### src/rtl/hsvc_pkg.sv
// Shared types and constants for the HSV color classifier.
// Used by the core, the pipelined divider and the port checker; no dependencies.
`default_nettype none

package hsvc_pkg;

    // Channel and field widths.
    localparam int RAW_W     = 10;
    localparam int CH_W      = 8;
    localparam int HUE_W     = 13;
    localparam int CLASS_W   = 3;
    localparam int WIN_W     = 42;
    localparam int CFG_IDX_W = 3;

    // Stream payload widths, padded to whole bytes.
    localparam int S_TDATA_W = 40;
    localparam int M_TDATA_W = 40;

    // Divider geometry: 18-bit dividend, 8-bit divisor, 10-bit quotient,
    // two quotient bits resolved per pipeline stage.
    localparam int DIV_NUM_W    = 18;
    localparam int DIV_DEN_W    = 8;
    localparam int DIV_QUO_W    = 10;
    localparam int DIV_STEPS    = 2;
    localparam int DIV_STAGES   = DIV_QUO_W / DIV_STEPS;

    // Hue offsets in sixteenths of a degree.
    localparam logic [HUE_W-1:0] HUE_GREEN_BASE = 13'd1920;
    localparam logic [HUE_W-1:0] HUE_BLUE_BASE  = 13'd3840;
    localparam logic [HUE_W-1:0] HUE_FULL       = 13'd5760;

    // Configuration register indexes.
    localparam logic [CFG_IDX_W-1:0] REG_BLACK_MAX = 3'd0;
    localparam logic [CFG_IDX_W-1:0] REG_WHITE_MIN = 3'd1;
    localparam logic [CFG_IDX_W-1:0] REG_RED_WIN   = 3'd2;
    localparam logic [CFG_IDX_W-1:0] REG_YELLOW_WIN = 3'd3;
    localparam logic [CFG_IDX_W-1:0] REG_GREEN_WIN = 3'd4;
    localparam logic [CFG_IDX_W-1:0] REG_BLUE_WIN  = 3'd5;

    // Window field positions.
    localparam int WIN_HMIN_LSB = 0;
    localparam int WIN_HMAX_LSB = 13;
    localparam int WIN_SMIN_LSB = 26;
    localparam int WIN_SMAX_LSB = 34;

    typedef enum logic [CLASS_W-1:0] {
        CLS_BLACK   = 3'd0,
        CLS_WHITE   = 3'd1,
        CLS_RED     = 3'd2,
        CLS_YELLOW  = 3'd3,
        CLS_GREEN   = 3'd4,
        CLS_BLUE    = 3'd5,
        CLS_UNKNOWN = 3'd6
    } color_class_t;

    typedef enum logic [1:0] {
        SEC_RED   = 2'd0,
        SEC_GREEN = 2'd1,
        SEC_BLUE  = 2'd2
    } sector_t;

    // Per-item information that rides alongside the divider stages.
    typedef struct packed {
        logic            hue_valid;
        logic            neg;
        sector_t         sector;
        logic [CH_W-1:0] bright;
    } side_t;

endpackage

`default_nettype wire

### src/rtl/hsvc_div.sv
// Pipelined restoring divider, two quotient bits per stage.
// Depends on hsvc_pkg for its widths; stage enables come from the core's flow control.
`default_nettype none

module hsvc_div (
    input  wire logic                             clk,
    input  wire logic [hsvc_pkg::DIV_STAGES-1:0]  en,
    input  wire logic [hsvc_pkg::DIV_NUM_W-1:0]   num,
    input  wire logic [hsvc_pkg::DIV_DEN_W-1:0]   den,
    output logic      [hsvc_pkg::DIV_QUO_W-1:0]   quo,
    output logic                                  rem_nz
);
    import hsvc_pkg::*;

    logic [DIV_DEN_W-1:0] rem_reg  [DIV_STAGES];
    logic [DIV_QUO_W-1:0] low_reg  [DIV_STAGES];
    logic [DIV_QUO_W-1:0] quo_reg  [DIV_STAGES];
    logic [DIV_DEN_W-1:0] den_reg  [DIV_STAGES];

    logic [DIV_DEN_W-1:0] rem_next [DIV_STAGES];
    logic [DIV_QUO_W-1:0] low_next [DIV_STAGES];
    logic [DIV_QUO_W-1:0] quo_next [DIV_STAGES];
    logic [DIV_DEN_W-1:0] den_next [DIV_STAGES];

    // The partial remainder stays below the divisor, so each step is one
    // 9-bit compare and subtract.
    always_comb
    begin
        logic [DIV_DEN_W-1:0] r;
        logic [DIV_QUO_W-1:0] lo;
        logic [DIV_QUO_W-1:0] q;
        logic [DIV_DEN_W-1:0] d;
        logic [DIV_DEN_W:0]   t;
        logic [DIV_DEN_W:0]   diff;
        for (int s = 0; s < DIV_STAGES; s++)
        begin
            if (s == 0)
            begin
                r  = num[DIV_NUM_W-1:DIV_QUO_W];
                lo = num[DIV_QUO_W-1:0];
                q  = '0;
                d  = den;
            end
            else
            begin
                r  = rem_reg[s-1];
                lo = low_reg[s-1];
                q  = quo_reg[s-1];
                d  = den_reg[s-1];
            end
            for (int k = 0; k < DIV_STEPS; k++)
            begin
                t    = {r, lo[DIV_QUO_W-1]};
                lo   = {lo[DIV_QUO_W-2:0], 1'b0};
                diff = t - {1'b0, d};
                if (t >= {1'b0, d})
                begin
                    r = diff[DIV_DEN_W-1:0];
                    q = {q[DIV_QUO_W-2:0], 1'b1};
                end
                else
                begin
                    r = t[DIV_DEN_W-1:0];
                    q = {q[DIV_QUO_W-2:0], 1'b0};
                end
            end
            rem_next[s] = r;
            low_next[s] = lo;
            quo_next[s] = q;
            den_next[s] = d;
        end
    end

    always_ff @(posedge clk)
    begin
        for (int s = 0; s < DIV_STAGES; s++)
        begin
            if (en[s])
            begin
                rem_reg[s] <= rem_next[s];
                low_reg[s] <= low_next[s];
                quo_reg[s] <= quo_next[s];
                den_reg[s] <= den_next[s];
            end
        end
    end

    assign quo    = quo_reg[DIV_STAGES-1];
    assign rem_nz = (rem_reg[DIV_STAGES-1] != '0);

endmodule

`default_nettype wire

### src/rtl/hsv_color_classifier_core.sv
// Channel   | Direction | Handshake           | Payload
// s_*       | in        | s_tvalid / s_tready | red, green, blue, ambient raw readings
// m_*       | out       | m_tvalid / m_tready | class, hue, hue valid, saturation, brightness
// cfg_*     | in        | cfg_valid/cfg_ready | register index and write data
//
// One transaction per cycle in and out while the output is not stalled; the two 10-bit
// quotient dividers resolve two bits per stage. Reset clears the stage valid bits, the
// black threshold and the windows, and sets the white threshold to all ones.
// Each stage holds while the one after it is full and stalled, so bubbles
// close up and a stall neither drops nor repeats an item. cfg_ready is always high.
`default_nettype none

module hsv_color_classifier_core (
    input  wire logic                              clk,
    input  wire logic                              rst_n,
    input  wire logic                              s_tvalid,
    output logic                                   s_tready,
    // [9:0] red_raw, [19:10] green_raw, [29:20] blue_raw, [39:30] ambient_raw
    input  wire logic [hsvc_pkg::S_TDATA_W-1:0]    s_tdata,
    output logic                                   m_tvalid,
    input  wire logic                              m_tready,
    // [2:0] color_class, [15:3] hue, [16] hue_valid, [24:17] saturation,
    // [32:25] brightness, [39:33] zero
    output logic      [hsvc_pkg::M_TDATA_W-1:0]    m_tdata,
    input  wire logic                              cfg_valid,
    output logic                                   cfg_ready,
    input  wire logic [hsvc_pkg::CFG_IDX_W-1:0]    cfg_index,
    input  wire logic [hsvc_pkg::WIN_W-1:0]        cfg_data
);
    import hsvc_pkg::*;

    localparam int DIV_FST = 3;
    localparam int FIN_STG = DIV_FST + DIV_STAGES;
    localparam int OUT_STG = FIN_STG + 1;
    localparam int NSTG    = OUT_STG + 1;

    // ------------------------------------------------------------------
    // Configuration registers
    // ------------------------------------------------------------------
    logic [CH_W-1:0]  black_max_reg;
    logic [CH_W-1:0]  white_min_reg;
    logic [WIN_W-1:0] win_reg [4];

    assign cfg_ready = 1'b1;

    always_ff @(posedge clk or negedge rst_n)
    begin
        if (!rst_n)
        begin
            black_max_reg <= '0;
            white_min_reg <= '1;
            for (int i = 0; i < 4; i++)
            begin
                win_reg[i] <= '0;
            end
        end
        else if (cfg_valid)
        begin
            unique case (cfg_index)
                REG_BLACK_MAX:  black_max_reg <= cfg_data[CH_W-1:0];
                REG_WHITE_MIN:  white_min_reg <= cfg_data[CH_W-1:0];
                REG_RED_WIN:    win_reg[0]    <= cfg_data;
                REG_YELLOW_WIN: win_reg[1]    <= cfg_data;
                REG_GREEN_WIN:  win_reg[2]    <= cfg_data;
                REG_BLUE_WIN:   win_reg[3]    <= cfg_data;
                default:        ;
            endcase
        end
    end

    // ------------------------------------------------------------------
    // Flow control: a stage loads when it is empty or its content moves on.
    // ------------------------------------------------------------------
    logic [NSTG-1:0] vld_reg;
    logic [NSTG-1:0] adv;

    always_comb
    begin
        adv[NSTG-1] = !vld_reg[NSTG-1] || m_tready;
        for (int k = NSTG - 2; k >= 0; k--)
        begin
            adv[k] = !vld_reg[k] || adv[k+1];
        end
    end

    assign s_tready = adv[0];

    always_ff @(posedge clk or negedge rst_n)
    begin
        if (!rst_n)
        begin
            vld_reg <= '0;
        end
        else
        begin
            for (int k = 0; k < NSTG; k++)
            begin
                if (adv[k])
                begin
                    vld_reg[k] <= (k == 0) ? s_tvalid : vld_reg[k-1];
                end
            end
        end
    end

    // ------------------------------------------------------------------
    // Stage 0: add ambient and clamp.
    // ------------------------------------------------------------------
    logic [CH_W-1:0] r0_reg, g0_reg, b0_reg;

    function automatic logic [CH_W-1:0] clamp_sum(input logic [RAW_W-1:0] a,
                                                  input logic [RAW_W-1:0] amb);
        logic [RAW_W:0] s;
        s = {1'b0, a} + {1'b0, amb};
        return (s > 11'd255) ? 8'hFF : s[CH_W-1:0];
    endfunction

    always_ff @(posedge clk)
    begin
        if (adv[0])
        begin
            r0_reg <= clamp_sum(s_tdata[9:0],   s_tdata[39:30]);
            g0_reg <= clamp_sum(s_tdata[19:10], s_tdata[39:30]);
            b0_reg <= clamp_sum(s_tdata[29:20], s_tdata[39:30]);
        end
    end

    // ------------------------------------------------------------------
    // Stage 1: max, min, chroma and the signed hue numerator.
    // ------------------------------------------------------------------
    sector_t         sec1_next, sec1_reg;
    logic [CH_W-1:0] v1_next, v1_reg;
    logic [CH_W-1:0] c1_next, c1_reg;
    logic [CH_W-1:0] absn1_next, absn1_reg;
    logic            neg1_next, neg1_reg;

    always_comb
    begin
        logic [CH_W:0]   diff;
        logic [CH_W:0]   negd;
        logic [CH_W-1:0] mn;
        // Ties go to red first, then green.
        if (r0_reg >= g0_reg && r0_reg >= b0_reg)
        begin
            sec1_next = SEC_RED;
            v1_next   = r0_reg;
            diff      = {1'b0, g0_reg} - {1'b0, b0_reg};
        end
        else if (g0_reg >= b0_reg)
        begin
            sec1_next = SEC_GREEN;
            v1_next   = g0_reg;
            diff      = {1'b0, b0_reg} - {1'b0, r0_reg};
        end
        else
        begin
            sec1_next = SEC_BLUE;
            v1_next   = b0_reg;
            diff      = {1'b0, r0_reg} - {1'b0, g0_reg};
        end
        mn = r0_reg;
        if (g0_reg < mn)
        begin
            mn = g0_reg;
        end
        if (b0_reg < mn)
        begin
            mn = b0_reg;
        end
        c1_next    = v1_next - mn;
        negd       = -diff;
        neg1_next  = diff[CH_W];
        absn1_next = diff[CH_W] ? negd[CH_W-1:0] : diff[CH_W-1:0];
    end

    always_ff @(posedge clk)
    begin
        if (adv[1])
        begin
            sec1_reg  <= sec1_next;
            v1_reg    <= v1_next;
            c1_reg    <= c1_next;
            absn1_reg <= absn1_next;
            neg1_reg  <= neg1_next;
        end
    end

    // ------------------------------------------------------------------
    // Stage 2: scaled dividends, 960*|num| and 255*chroma.
    // ------------------------------------------------------------------
    logic [DIV_NUM_W-1:0] nhue2_reg, nsat2_reg;
    logic [CH_W-1:0]      c2_reg;
    side_t                side2_reg;

    always_ff @(posedge clk)
    begin
        if (adv[2])
        begin
            nhue2_reg <= {absn1_reg, 10'b0} - {4'b0, absn1_reg, 6'b0};
            nsat2_reg <= {2'b0, c1_reg, 8'b0} - {10'b0, c1_reg};
            c2_reg    <= c1_reg;
            side2_reg <= '{hue_valid: (c1_reg != '0), neg: neg1_reg,
                           sector: sec1_reg, bright: v1_reg};
        end
    end

    // ------------------------------------------------------------------
    // Stages 3..7: the two dividers, with the side information alongside.
    // ------------------------------------------------------------------
    logic [DIV_QUO_W-1:0] hue_quo, sat_quo;
    logic                 hue_rem_nz;
    logic                 sat_rem_unused;
    side_t                side_reg [DIV_STAGES];

    hsvc_div u_hue_div (
        .clk    (clk),
        .en     (adv[FIN_STG-1:DIV_FST]),
        .num    (nhue2_reg),
        .den    (c2_reg),
        .quo    (hue_quo),
        .rem_nz (hue_rem_nz)
    );

    hsvc_div u_sat_div (
        .clk    (clk),
        .en     (adv[FIN_STG-1:DIV_FST]),
        .num    (nsat2_reg),
        .den    (side2_reg.bright),
        .quo    (sat_quo),
        .rem_nz (sat_rem_unused)
    );

    always_ff @(posedge clk)
    begin
        for (int s = 0; s < DIV_STAGES; s++)
        begin
            if (adv[DIV_FST+s])
            begin
                side_reg[s] <= (s == 0) ? side2_reg : side_reg[s-1];
            end
        end
    end

    // ------------------------------------------------------------------
    // Stage 8: hue from sector offset and quotient, saturation guard.
    // ------------------------------------------------------------------
    side_t           side_fin;
    logic [HUE_W-1:0] hue8_next, hue8_reg;
    logic [CH_W-1:0]  sat8_next, sat8_reg;
    logic             hv8_reg;
    logic [CH_W-1:0]  v8_reg;

    assign side_fin = side_reg[DIV_STAGES-1];

    always_comb
    begin
        logic [HUE_W-1:0] base;
        logic [HUE_W-1:0] qx;
        unique case (side_fin.sector)
            SEC_RED:   base = side_fin.neg ? HUE_FULL : '0;
            SEC_GREEN: base = HUE_GREEN_BASE;
            SEC_BLUE:  base = HUE_BLUE_BASE;
            default:   base = '0;
        endcase
        qx = {{(HUE_W-DIV_QUO_W){1'b0}}, hue_quo};
        // A negative numerator rounds toward minus infinity: subtract the ceiling.
        if (!side_fin.hue_valid)
        begin
            hue8_next = '0;
        end
        else if (side_fin.neg)
        begin
            hue8_next = base - qx - {{(HUE_W-1){1'b0}}, hue_rem_nz};
        end
        else
        begin
            hue8_next = base + qx;
        end
        // Zero brightness gives zero saturation; the divisor is meaningless then.
        sat8_next = (side_fin.bright == '0) ? '0 : sat_quo[CH_W-1:0];
    end

    always_ff @(posedge clk)
    begin
        if (adv[FIN_STG])
        begin
            hue8_reg <= hue8_next;
            sat8_reg <= sat8_next;
            hv8_reg  <= side_fin.hue_valid;
            v8_reg   <= side_fin.bright;
        end
    end

    // ------------------------------------------------------------------
    // Stage 9: classification into the output register.
    // ------------------------------------------------------------------
    function automatic logic win_hit(input logic [WIN_W-1:0] w,
                                     input logic [HUE_W-1:0] h,
                                     input logic [CH_W-1:0]  s);
        logic [HUE_W-1:0] hmin, hmax;
        logic [CH_W-1:0]  smin, smax;
        hmin = w[WIN_HMIN_LSB +: HUE_W];
        hmax = w[WIN_HMAX_LSB +: HUE_W];
        smin = w[WIN_SMIN_LSB +: CH_W];
        smax = w[WIN_SMAX_LSB +: CH_W];
        return (h >= hmin) && (h <= hmax) && (s >= smin) && (s <= smax);
    endfunction

    color_class_t    cls_next, cls_reg;
    logic [HUE_W-1:0] hue_out_reg;
    logic [CH_W-1:0]  sat_out_reg;
    logic [CH_W-1:0]  v_out_reg;
    logic             hv_out_reg;

    always_comb
    begin
        priority if (v8_reg < black_max_reg)
        begin
            cls_next = CLS_BLACK;
        end
        else if (v8_reg > white_min_reg)
        begin
            cls_next = CLS_WHITE;
        end
        else if (hv8_reg && win_hit(win_reg[0], hue8_reg, sat8_reg))
        begin
            cls_next = CLS_RED;
        end
        else if (hv8_reg && win_hit(win_reg[1], hue8_reg, sat8_reg))
        begin
            cls_next = CLS_YELLOW;
        end
        else if (hv8_reg && win_hit(win_reg[2], hue8_reg, sat8_reg))
        begin
            cls_next = CLS_GREEN;
        end
        else if (hv8_reg && win_hit(win_reg[3], hue8_reg, sat8_reg))
        begin
            cls_next = CLS_BLUE;
        end
        else
        begin
            cls_next = CLS_UNKNOWN;
        end
    end

    always_ff @(posedge clk)
    begin
        if (adv[OUT_STG])
        begin
            cls_reg     <= cls_next;
            hue_out_reg <= hue8_reg;
            hv_out_reg  <= hv8_reg;
            sat_out_reg <= sat8_reg;
            v_out_reg   <= v8_reg;
        end
    end

    assign m_tvalid = vld_reg[OUT_STG];
    assign m_tdata  = {7'b0, v_out_reg, sat_out_reg, hv_out_reg, hue_out_reg, cls_reg};

endmodule

`default_nettype wire

### config.mk
export PLATFORM = sky130hd
export DESIGN_NAME = hsv_color_classifier_core
export DESIGN_NICKNAME = d
export VERILOG_FILES = /design/src/rtl/hsvc_pkg.sv /design/src/rtl/hsvc_div.sv /design/src/rtl/hsv_color_classifier_core.sv
export SDC_FILE = /design/constraint.sdc
export NUM_CORES = 1
export LEC_CHECK = 0
export ABC_AREA = 1
export BUFFER_PORTS_ARGS = -buffer_cell sky130_fd_sc_hd__buf_2
export CORE_ASPECT_RATIO = 0.7
export CORE_MARGIN = 10
export CORE_UTILIZATION = 45
export DETAILED_ROUTE_END_ITERATION = 6
export GPL_TIMING_DRIVEN = 0
export SLEW_MARGIN = 0
export SYNTH_ARGS = -nofsm -noshare
export SYNTH_HDL_FRONTEND = slang
export SYNTH_HIERARCHICAL = 1
export SYNTH_SLANG_ARGS = --single-unit
### constraint.sdc
create_clock -name clk -period 34.8 [get_ports clk]
set_clock_uncertainty 0.15 [all_clocks]
set_input_delay 6.96 -clock clk [delete_from_list [all_inputs] [get_ports clk]]
set_output_delay 6.96 -clock clk [all_outputs]
set_load 0.005 [all_outputs]
==> qor.yml <==
cts:
  clock_latency_ns: 0.65
  numCtsBuffers: 68
  clk_pin_slew_worst_paths_ns: 0.06
  htreeDepth: 3
  cts_sinks: 642
  clock_path_buffers: 3
  postCtsSetupRepairBufs: 0
  cts_root_buffer: "clkbuf_16"
  cts_tree: "built"
  ctsResizeCount: 0
  hold_buffers: 0
grt:
  grt.total_usage_pct: 19.3
  gr-total-overflow: 0
  grt_max_degree: 107
  grt_pass1_wl_um: 158000
  antenna_found_initial: 2
  grt_pass1_vias: 28425
place:
  gp_congestion: 0.900
  placed_area_um2: 42300
  numPortBuffers: 124
  dp_hpwl_um: 75200
critical_path:
  cp_max_fo: 64
  critical_path.most_common_cell: "nor2_1"
  critPathRequiredTime_ns: 27.69
  cp-end-kind: "output pin"
  cp-start-kind: "primary input"
  setup.worst_path.start: "m_tready"
  cp.arrival_ns: 13.18
  cpPeakStageDelay_ns: 0.94
  r2r-start: "vld_reg[9]$_DFFE_PN0P_"
  timing_worst_setup_path_type: "in2out"
  cp_cell_sequence: "buf_2 -> nor2_1 -> inv_2 -> nor2_1 -> clkinv_1 -> nor2_1 -> inv_2 -> nor2_1 -> inv_4 -> nor2_1 -> inv_2 -> nor2_1 -> inv_4 -> nor2_2 -> nand2_2 -> nor2_2 -> nand2_1 -> buf_2"
  crit_slowest_cell: "nand2_2"
die:
  die_h_um: 270
  die_w_um: 377
  start_util_pct: 45.5
  num_rows: 91
  dieArea_um2: 102000
  io_pins: 133
  coreArea_um2: 88200
power:
  totalPowerFinal_mw: 4.94
  ir_worst_vdd_mv: 0.0635
  power_density_nw_per_um2: 110
  p_leak_nw: 21.7
sta:
  max-slew-margin-rel_pct: 15.0
  worstMarginPinSlew_ns: 1.27
  fin_tns_setup_ns: 0
  hold_violations: 0
  rsz0062_at_grt: "false"
  drv_slew: 0
  setup_viol: 0
  period_share_pct: 58.3
  fmax_ghz: 0.0493
  period_minus_slack_ns: 20.29
  holdWs_ns: 0.261
cells_and_area:
  utilization_pct: 50.7
  fin_area_um2: 44800
  drive_gt1_share_pct: 8.53
  syn_to_final_growth_pct: 11.6
  largest_reg_flops: 168
  final_nets: 5238
detailed_routing:
  drc_errors: 0
  via_per_inst: 5.10
  totalWireLength_um: 98500
  drt-initial-drc-count: 2469
  post_drt_wl_per_cell_um: 16.7
  ant_nets: 0
  first_pass_iters: 5
  vias: 30053
synth:
  syn_area_per_cell_um2: 8.98
  synth_cells: 4468
  synth_warnings: 6
  syn_area_um2: 40100
flow_run:
  drv_cap: 0
outcome:
  outcome: "completed"
min_path:
  hp-start: "u_hue_div/quo_reg[0][16]$_DFFE_PP_"
  hold_path_class: "reg2reg"
## report_power, final
group	leakage (nW)	total, mW	switching [mW]	internal [mW]
Sequential	6.72	1.41	0.184	1.23
Clock	1.17	0.780	0.318	0.462
Combinational	13.8	2.75	1.73	1.02
## worst max-delay path: cells and delay by family
kind | cells | cell delay, ns
simple gates | 10 | 2.65
buf+inv | 8 | 3.44
## final cells by class
type / count / area, µm²
diodes: 1 / 2.50
repair buffers: 128 / 733
clock buffers: 88 / 1930
plain buffers: 60 / 312
multi-input cells: 3075 / 18900
inverters: 704 / 2660
well taps: 1162 / 1450
clock inverters: 37 / 458
flip-flops and latches: 642 / 18300
fillers: 8265 / 43500
## layout by cell type, fill, tap and decap left out, drive strengths merged, types with 5 or more instances in the layout
cell,count
nand2,1173
inv,703
edfxtp,448
ha,442
o21ai,293
nand3,266
a21oi,248
nor2,231
dfrtp,186
buf,145
clkbuf,131
nand4,88
xor2,82
xnor2,57
fa,27
clkinv,27
nor3,23
or2,16
nand3b,15
conb,15
o211ai,13
a31oi,12
a21o,11
bufinv,9
dfstp,8
nor4,7
o21a,7
o22ai,6
o21bai,6
a211oi,5
o31ai,5
## per-layer routing
metal	GRT usage [%]	wire length [µm]
met5	0	10
met4	3.86	1530
met3	3.59	5880
met2	27.3	40000
met1	30.0	51000
## worst paths after layout
check / to / depth (start not counted) / slack, ns
max: s_tready / 18 / 14.51
min: u_hue_div/quo_reg[0][28]$_DFFE_PP_ / 0 / 0.26
max reg2reg: b0_reg[2]$_SDFFCE_PN1P_ / 17 / 27.92
min reg2reg: u_hue_div/quo_reg[0][28]$_DFFE_PP_ / 0 / 0.26
max in group asynchronous: win_reg[148]$_DFFE_PN0P_ / 2 / 27.29
min in group asynchronous: win_reg[135]$_DFFE_PN0P_ / 1 / 6.18
## through the flow
step	instances	setup slack (ns)
after floorplan	4481	13.61
after CTS	5895	13.50
after global placement	5767	9.74
final	5897	14.51
after global routing	5896	13.65
after detailed placement	5770	13.55
No activity file was read; power rests on OpenSTA's default activity.
